File: src/hw/rtl/ecvm_pkg.sv
`default_nettype none
package ecvm_pkg;
    localparam int ANG_W = 16;
    localparam int POS_W = 24;
    localparam int VEC_W = 16;
    localparam int TRN_W = 27;
    localparam int IN_W  = 2 * ANG_W + 3 * POS_W;
    localparam int OUT_W = 9 * VEC_W + 3 * TRN_W;
    localparam int IN_BYTES_W  = ((IN_W + 7) / 8) * 8;
    localparam int OUT_BYTES_W = ((OUT_W + 7) / 8) * 8;
    localparam int STAGES = 8;
    localparam logic [17:0] TURN_K = 18'd166886;
    localparam logic [15:0] SIN_A = 16'd25736;
    localparam logic [15:0] SIN_B = 16'd10512;
    localparam logic [15:0] SIN_C = 16'd1160;
    localparam logic signed [TRN_W-1:0] TRN_MAX = 27'sd67108863;
    localparam logic signed [TRN_W-1:0] TRN_MIN = -27'sd67108863 - 27'sd1;

    typedef logic signed [16:0] q14_t;
    typedef logic signed [49:0] acc_t;
    typedef logic signed [TRN_W-1:0] trn_t;

    typedef struct packed {
        logic signed [ANG_W-1:0] pitch;
        logic signed [ANG_W-1:0] yaw;
        logic signed [POS_W-1:0] px;
        logic signed [POS_W-1:0] py;
        logic signed [POS_W-1:0] pz;
        logic [15:0] pp;
        logic [15:0] yp;
        logic [3:0][15:0] zs;
        logic [3:0][1:0]  qs;
        logic [3:0][15:0] z2s;
        logic [3:0][15:0] ts;
        logic signed [16:0] sp;
        logic signed [16:0] cp;
        logic signed [16:0] sy;
        logic signed [16:0] cy;
        q14_t [8:0] v;
        acc_t [2:0] acc;
        trn_t [2:0] tr;
    } ecvm_data_t;
endpackage
`default_nettype wire

File: src/hw/rtl/ecvm_cell.sv
`default_nettype none
module ecvm_cell #(
    parameter int STEP = 0
) (
    input  wire logic aclk,
    input  wire logic aresetn,
    input  wire logic en,
    input  wire logic vld_in,
    input  wire ecvm_pkg::ecvm_data_t d_in,
    output logic vld_out,
    output ecvm_pkg::ecvm_data_t d_out
);
    import ecvm_pkg::*;

    logic vld_reg;
    ecvm_data_t d_reg, d_next;

    function automatic logic signed [16:0] rnd14(input logic signed [33:0] p);
        logic signed [33:0] s;
        s = p + 34'sd8192;
        return s[30:14];
    endfunction

    always_comb begin
        logic signed [34:0] pa;
        logic signed [34:0] pb;
        logic [31:0] m;
        logic signed [16:0] g;
        logic signed [49:0] sm;
        logic signed [50:0] rr;
        d_next = d_in;
        pa = '0;
        pb = '0;
        m = '0;
        g = '0;
        sm = '0;
        rr = '0;
        case (STEP)
            0: begin
                pa = 35'(d_in.pitch) * $signed({17'd0, TURN_K}) + 35'sd32768;
                pb = 35'(d_in.yaw) * $signed({17'd0, TURN_K}) + 35'sd32768;
                d_next.pp = pa[31:16];
                d_next.yp = pb[31:16];
            end
            1: begin
                for (int i = 0; i < 4; i++) begin
                    logic [15:0] ph;
                    ph = (i == 0) ? d_in.pp : (i == 1) ? d_in.pp + 16'd16384 :
                         (i == 2) ? d_in.yp : d_in.yp + 16'd16384;
                    d_next.qs[i] = ph[15:14];
                    d_next.zs[i] = ph[14] ? 16'd16384 - {2'b0, ph[13:0]}
                                          : {2'b0, ph[13:0]};
                    m = d_next.zs[i] * d_next.zs[i];
                    d_next.z2s[i] = m[29:14];
                end
            end
            2: begin
                for (int i = 0; i < 4; i++) begin
                    m = SIN_C * d_in.z2s[i];
                    d_next.ts[i] = SIN_B - m[29:14];
                end
            end
            3: begin
                for (int i = 0; i < 4; i++) begin
                    m = d_in.ts[i] * d_in.z2s[i];
                    d_next.ts[i] = SIN_A - m[29:14];
                end
            end
            4: begin
                logic signed [16:0] s [4];
                for (int i = 0; i < 4; i++) begin
                    m = d_in.ts[i] * d_in.zs[i];
                    s[i] = d_in.qs[i][1] ? -$signed({1'b0, m[29:14]})
                                         : $signed({1'b0, m[29:14]});
                end
                d_next.sp = s[0];
                d_next.cp = s[1];
                d_next.sy = s[2];
                d_next.cy = s[3];
            end
            5: begin
                g = (d_in.cp > 0) ? 17'sd1 : (d_in.cp < 0) ? -17'sd1 : 17'sd0;
                d_next.v[0] = -(g * d_in.cy);
                d_next.v[1] = '0;
                d_next.v[2] = g * d_in.sy;
                d_next.v[3] = rnd14(34'(-(g * d_in.sy)) * 34'(d_in.sp));
                d_next.v[4] = g * d_in.cp;
                d_next.v[5] = rnd14(34'(-(g * d_in.cy)) * 34'(d_in.sp));
                d_next.v[6] = rnd14(34'(d_in.sy) * 34'(d_in.cp));
                d_next.v[7] = d_in.sp;
                d_next.v[8] = rnd14(34'(d_in.cy) * 34'(d_in.cp));
            end
            6: begin
                for (int i = 0; i < 3; i++) begin
                    sm = 50'(d_in.v[3*i]) * 50'(d_in.px)
                       + 50'(d_in.v[3*i+1]) * 50'(d_in.py)
                       + 50'(d_in.v[3*i+2]) * 50'(d_in.pz);
                    d_next.acc[i] = sm;
                end
            end
            default: begin
                for (int i = 0; i < 3; i++) begin
                    rr = (-51'(d_in.acc[i]) + 51'sd8192) >>> 14;
                    if (rr > 51'(TRN_MAX)) d_next.tr[i] = TRN_MAX;
                    else if (rr < 51'(TRN_MIN)) d_next.tr[i] = TRN_MIN;
                    else d_next.tr[i] = rr[TRN_W-1:0];
                end
            end
        endcase
    end

    always_ff @(posedge aclk) begin
        if (!aresetn) begin
            vld_reg <= 1'b0;
        end else if (en) begin
            vld_reg <= vld_in;
        end
        if (en) begin
            d_reg <= d_next;
        end
    end

    assign vld_out = vld_reg;
    assign d_out = d_reg;
endmodule
`default_nettype wire

File: config.mk
export PLATFORM = sky130hd
export DESIGN_NAME = ecvm_cell
export DESIGN_NICKNAME = d
export VERILOG_FILES = /design/src/hw/rtl/ecvm_pkg.sv /design/src/hw/rtl/ecvm_cell.sv
export SDC_FILE = /design/constraint.sdc
export NUM_CORES = 1
export LEC_CHECK = 0
export BUFFER_PORTS_ARGS = -buffer_cell sky130_fd_sc_hd__buf_2
export CORE_AREA = 2 2 613 615
export CTS_CLUSTER_SIZE = 20
export DETAILED_ROUTE_END_ITERATION = 8
export DIE_AREA = 0 0 615 617
export PLACE_DENSITY = 0.3
export SYNTH_ARGS = -nofsm -noshare
export SYNTH_HDL_FRONTEND = slang
export SYNTH_SLANG_ARGS = --single-unit
export TNS_END_PERCENT = 30
File: constraint.sdc
create_clock -name aclk -period 8.9 [get_ports aclk]
set_input_delay 0.89 -clock aclk [delete_from_list [all_inputs] [get_ports aclk]]
set_output_delay 0.89 -clock aclk [all_outputs]
set_load 0.05 [all_outputs]
==> Word level (Yosys, flattened, before mapping) <==
Cells that the tools add are included.
{ "totals": {"elab_cells": 47, "output_inout_bits": 789, "register_bits": 789, "rom_bits": 0, "mem_bits_rw": 0, "n_memories": 0, "latch_bits": 0} }
{ "op_classes": {"n_mul": 2, "n_shift": 0, "mux": 0, "add_sub_neg": 2, "bitwise": 0, "eq_ne": 0, "magnitude_cmp": 0, "n_reduce_logical": 0, "div_mod_pow": 0} }
{ "ops": {"columns": ["cell", "n"], "rows": [
  ["adder 32 x 17 -> 32 bit (second input constant)", 2],
  ["multiplier 16 x 18 -> 31 bit (second input constant)", 2]
]} }

==> Depth between registers and ports, before layout <==
{ "logic_depth": {"ltp_word": 2, "ltp_mapped": 26, "depth_no_buf": 26} }

==> Least setup slack after synthesis <==
OpenSTA, ideal clock, no wires.
{ "synth_timing": {"path_type": "in2reg", "start": "input port d_in[776] (netlist name)", "end": "register d_reg (netlist bit d_out[680]) (data pin)", "required_ps": 8641, "path_slack_ps": 1799, "setup_time_ps": 259, "n_path_buf": 0, "stages": 21, "t_arrival_ps": 6842, "path_cell_list": "inv_1 > fa_1 > fa_1 > fa_1 > inv_1 > fa_1 > inv_1 > fa_1 > fa_1 > inv_1 > ha_1 > and3_1 > a31oi_2 > a21boi_2 > o21a_1 > o311a_1 > or4_4 > or3_4 > o31a_1 > nor3_2 > xnor2_1"} }
{ "synth_lines": {"columns": ["element", "line", "source"], "rows": [
  ["from (decl)", "ecvm_cell.sv:9", "input wire ecvm_pkg::ecvm_data_t d_in,"],
  ["to (signal assigned)", "ecvm_cell.sv:119", "d_reg <= d_next;"],
  ["to (decl)", "ecvm_cell.sv:16", "ecvm_data_t d_reg, d_next;"]
]} }

==> results.md <==
Timing:
- The number of max-slew violations in the final report was 0.
- Setup slack closes at around 1.7 ns.
- The setup-violating endpoint count in the final report is 0.
- Between clock sinks in the finished design, the worst skew comes to 0 ns.
- The hold violation count in the final report is 0.
- For the final routed database, the setup TNS stands at 0 ns.
- The relative slew slack is around 18%.
- Timing would allow up to roughly 140 MHz.
- In the finished design, the share of the clock period the worst path needs comes to between 80% and 90%.
- The time the worst path needs with I/O delays and setup is 7.15 ns.
- Setup repair after global routing left no endpoint under its margin.
- At the pin with the least slew margin, the transition time is ~1.2 ns.

Clock tree:
- The count of instances resized after the clock tree is built is 0.
- The tree is rooted in a clkbuf_16.
- The count of hold-fix buffers inserted at cts is 0.
- After clock tree synthesis, the clock-pin slew on the worst setup and hold paths is around 0.070 ns.
- The H-tree was split into 3 levels.
- The number of buffers added for setup after CTS is 0.
- The maximum root-to-sink buffer count is 4.
- At the later pin of the worst-skew pair, clock insertion delay measures 0.78 ns.
- The number of clock sinks seen by CTS is slightly below 800.
- The number of buffers created by CTS is 111.
- The CTS tree is done.

Worst setup path:
- The worst setup path is of the input pin to flip-flop kind.
- The startpoint type of the worst setup path is an input pin.
- On the critical path, the stage with the largest delay is an instance of fa_1.
- Data on the critical path arrives at its endpoint at around 7.7 ns.
- Along the worst path, the maximum fanout reaches 7.
- Among the stages of the critical path, the cell type that occurs most often is fa_1.
- The critical path goes through buf_2 -> inv_1 -> fa_1 -> fa_1 -> fa_1 -> fa_1 -> inv_1 -> fa_1 -> inv_1 -> fa_1 -> inv_1 -> ha_1 -> a21oi_1 -> o21ai_1 -> a21oi_1 -> a21boi_0 -> nor2_1 -> ha_1 -> nand4_1 -> or3_1 -> nor2_1 -> o21ai_0 -> nand3_1 -> xor2_1.
- The type of element capturing the critical path is a flip-flop.
- On the worst path, the slowest cell contributes a delay of around 0.60 ns.
- Data on the critical path is required at its endpoint by 9.43 ns.

Cells and area:
- Summing all flip-flop and latch instances after layout gives ~24000 µm².
- The area added between synthesis and finish is 52.1%.
- The finished layout holds ~8700 standard cells, fillers aside.
- In the final layout, the multi-input gates occupy a little over 9000 µm².
- The fraction of final layout cells with drive strength greater than 1 is between 40% and 50%.
- The final instance area is just over 50000 µm².
- The count of fill cells added during filler insertion is approximately 42000.
- The final layout net count is about 4800.

Routing:
- Dividing the detail-routed wire length by the instance count gives around 28 µm.
- The pre-antenna-repair detailed-routing pass consisted of 7 iterations.
- After detailed routing, the total wire length is between 200 and 250 mm.
- The vias after detailed routing is 24300.
- The mean number of vias per cell is ~2.8.
- The final routed DRC violation total is 0.
- The number of violations reported at the end of detailed-routing iteration 0 is ~1800.
- The number of nets with antenna violations after detailed routing is 0.

Run:
- Across the run, the number of max-cap violations was 0.

GRT:
- The first global-routing pass estimated between 200 and 300 mm of wire.
- The via count of the first global-routing pass is approximately 24000.
- Summed over all layers, the global routing overflow is 0.
- The number of antenna violations at the first check in global routing came to approximately 210.
- Entering global routing, the biggest net connects 161 pins.
- In the global route stage, overall resource usage came out at between 10% and 20%.

Power:
- The power density over the cells is 357 nW/µm².
- The worst ir drop on vdd is approximately 0.00033 V.
- The overall power consumption is ~18 mW.
- Summed over all cells, the static leakage comes to 21.4 nW.

Yosys:
- The cell taking the most area after synthesis is edfxtp_1.
- The post-synthesis instance area is roughly 34000 µm².
- The post-synthesis sequential element count is 789.
- The number of flops mapped to enable cells by yosys is slightly below 800.
- The number of instances in the synthesized netlist is about 1900.
- The share of flip-flops with an asynchronous set or reset after synthesis is 0%.
- The most used flip-flop cell after synthesis is edfxtp_1.
- The commonest cells after synthesis are edfxtp_1 (788), inv_1 (306), ha_1 (275).
- Ranked by total cell area, the synthesized netlist is headed by edfxtp_1 (70%), ha_1 (10%), fa_1 (9.7%).
- Sequential elements use between 60% and 70% of the synthesized area.
- In this run the biggest area consumer among cell types represents around 70% of the synthesized area.
- By instance count, the leading cell after synthesis is edfxtp_1.
- The mean instance size in the synthesized netlist is roughly 18 µm².
- The Yosys step of the flow raised 0 warnings.
- In this run, distinct cell masters in the synthesized netlist total 66.
- The synthesized net count is ~3100.

Die:
- The total area inside the core boundary comes to between 300000 and 400000 µm².
- The floorplan step set the die width to 615 µm.
- The row count is about 230.
- The die is slightly above 600 µm tall.
- The number of primary I/O pins is roughly 1600.
- For this configuration, the core starts out at a cell density of under 10%.
- The die footprint is approximately 380000 µm².

Place:
- The total placed cells including tap cells is 8447.
- Prior to clock tree synthesis, the placed netlist has a worst setup slack of around 0.93 ns.
- The count of input and output buffers is 1548.
- Routability-driven placement finished with a final weighted congestion of between 0.9 and 1.
- Once detailed placement completed, the half-perimeter wirelength came to about 210 mm.
- After detailed placement, the total cell area comes to 48100 µm².

Run status:
- The flow ran to the end, and the final reports show no timing, DRC or antenna violations.

Min path:
- The path type of the worst min-delay path is input pin to flip-flop.
-- per-stage QoR --
step | hold slack [ns] | utilization (%)
after floorplan | 0.743 | -
after detailed placement | 0.520 | 12.9
final | 0.172 | 13.8
after global placement | 0.510 | 12.9
after CTS | 0.0636 | 13.8
after global routing | 0.103 | 13.8
-- flip-flops by register name, indices dropped and copies added (netlist names) --
| signal | flops |
|---|---|
| d_out | 788 |
| vld_out | 1 |
-- final timing paths --
kind,startpoint,endpoint,slack (ns),cells past startpoint
max,d_in[760],d_out[663]$_DFFE_PP_,1.75,24
min,d_in[752],d_out[752]$_DFFE_PP_,0.17,1
max reg2reg,vld_out$_SDFFE_PN0P_,vld_out$_SDFFE_PN0P_,8.31,2
min reg2reg,vld_out$_SDFFE_PN0P_,vld_out$_SDFFE_PN0P_,0.52,2
-- critical path, delay by kind of cell --
family                   cells  cell delay [ns]
buffers and inverters        5             0.54
AO/OA/AOI/OAI                5             1.12
adder cells (fa/ha/maj)      8             3.61
AND/OR/NAND/NOR              5             1.15
XOR/XNOR                     1             0.36
-- kinds of logic after synthesis --
kind of cell	share of synthesized area (%)
xor+xnor	1.68
compound gates	2.71
mux	0.0921
flops	69.8
buf+inv	3.47
simple gates	2.44
fa+ha+maj	19.9
-- layer usage --
metal  vias to the layer above  wire length (µm)  GRT usage, %
met5                         -               336             0
met4                        50             10200          4.27
met3                       382             18200          3.21
met2                      1291            126000          22.6
met1                     12200             89900          13.8
li1                      10300                 -             -
-- placed cells by master (no fill, tap or decap), types with 8 or more instances in the layout --
| cell type | instances |
|---|---|
| buf_2 | 1547 |
| edfxtp_1 | 788 |
| inv_1 | 306 |
| ha_1 | 275 |
| fa_1 | 165 |
| clkbuf_16 | 111 |
| diode_2 | 77 |
| nor2_1 | 37 |
| a21oi_1 | 36 |
| xnor2_1 | 35 |
| nand2_1 | 32 |
| xor2_1 | 30 |
| clkbuf_1 | 23 |
| clkinv_2 | 22 |
| clkinv_1 | 18 |
| nand3_1 | 17 |
| o21ai_0 | 17 |
| a21o_1 | 16 |
| o211ai_1 | 11 |
| nand4_1 | 10 |
| nor3_1 | 10 |
| nor2b_1 | 8 |
| clkinvlp_4 | 8 |
-- area by class of cell --
type                    count  area share, %
flip-flops and latches    789           45.9
repair buffers           1559           15.3
clock inverters            61          0.928
clock buffers             136           5.60
inverters                 306           2.22
well taps                4994           12.1
multi-input cells         799           17.6
diodes                     77          0.373
-- power breakdown --
part           switching [mW]  leakage [nW]  internal [mW]  total [mW]
sequential              0.181          7.72           4.75        4.93
clock                    1.93          1.64           2.41        4.34
combinational            6.11          12.0           3.02        9.13
Note: power is estimated with default switching activity, not from simulation.
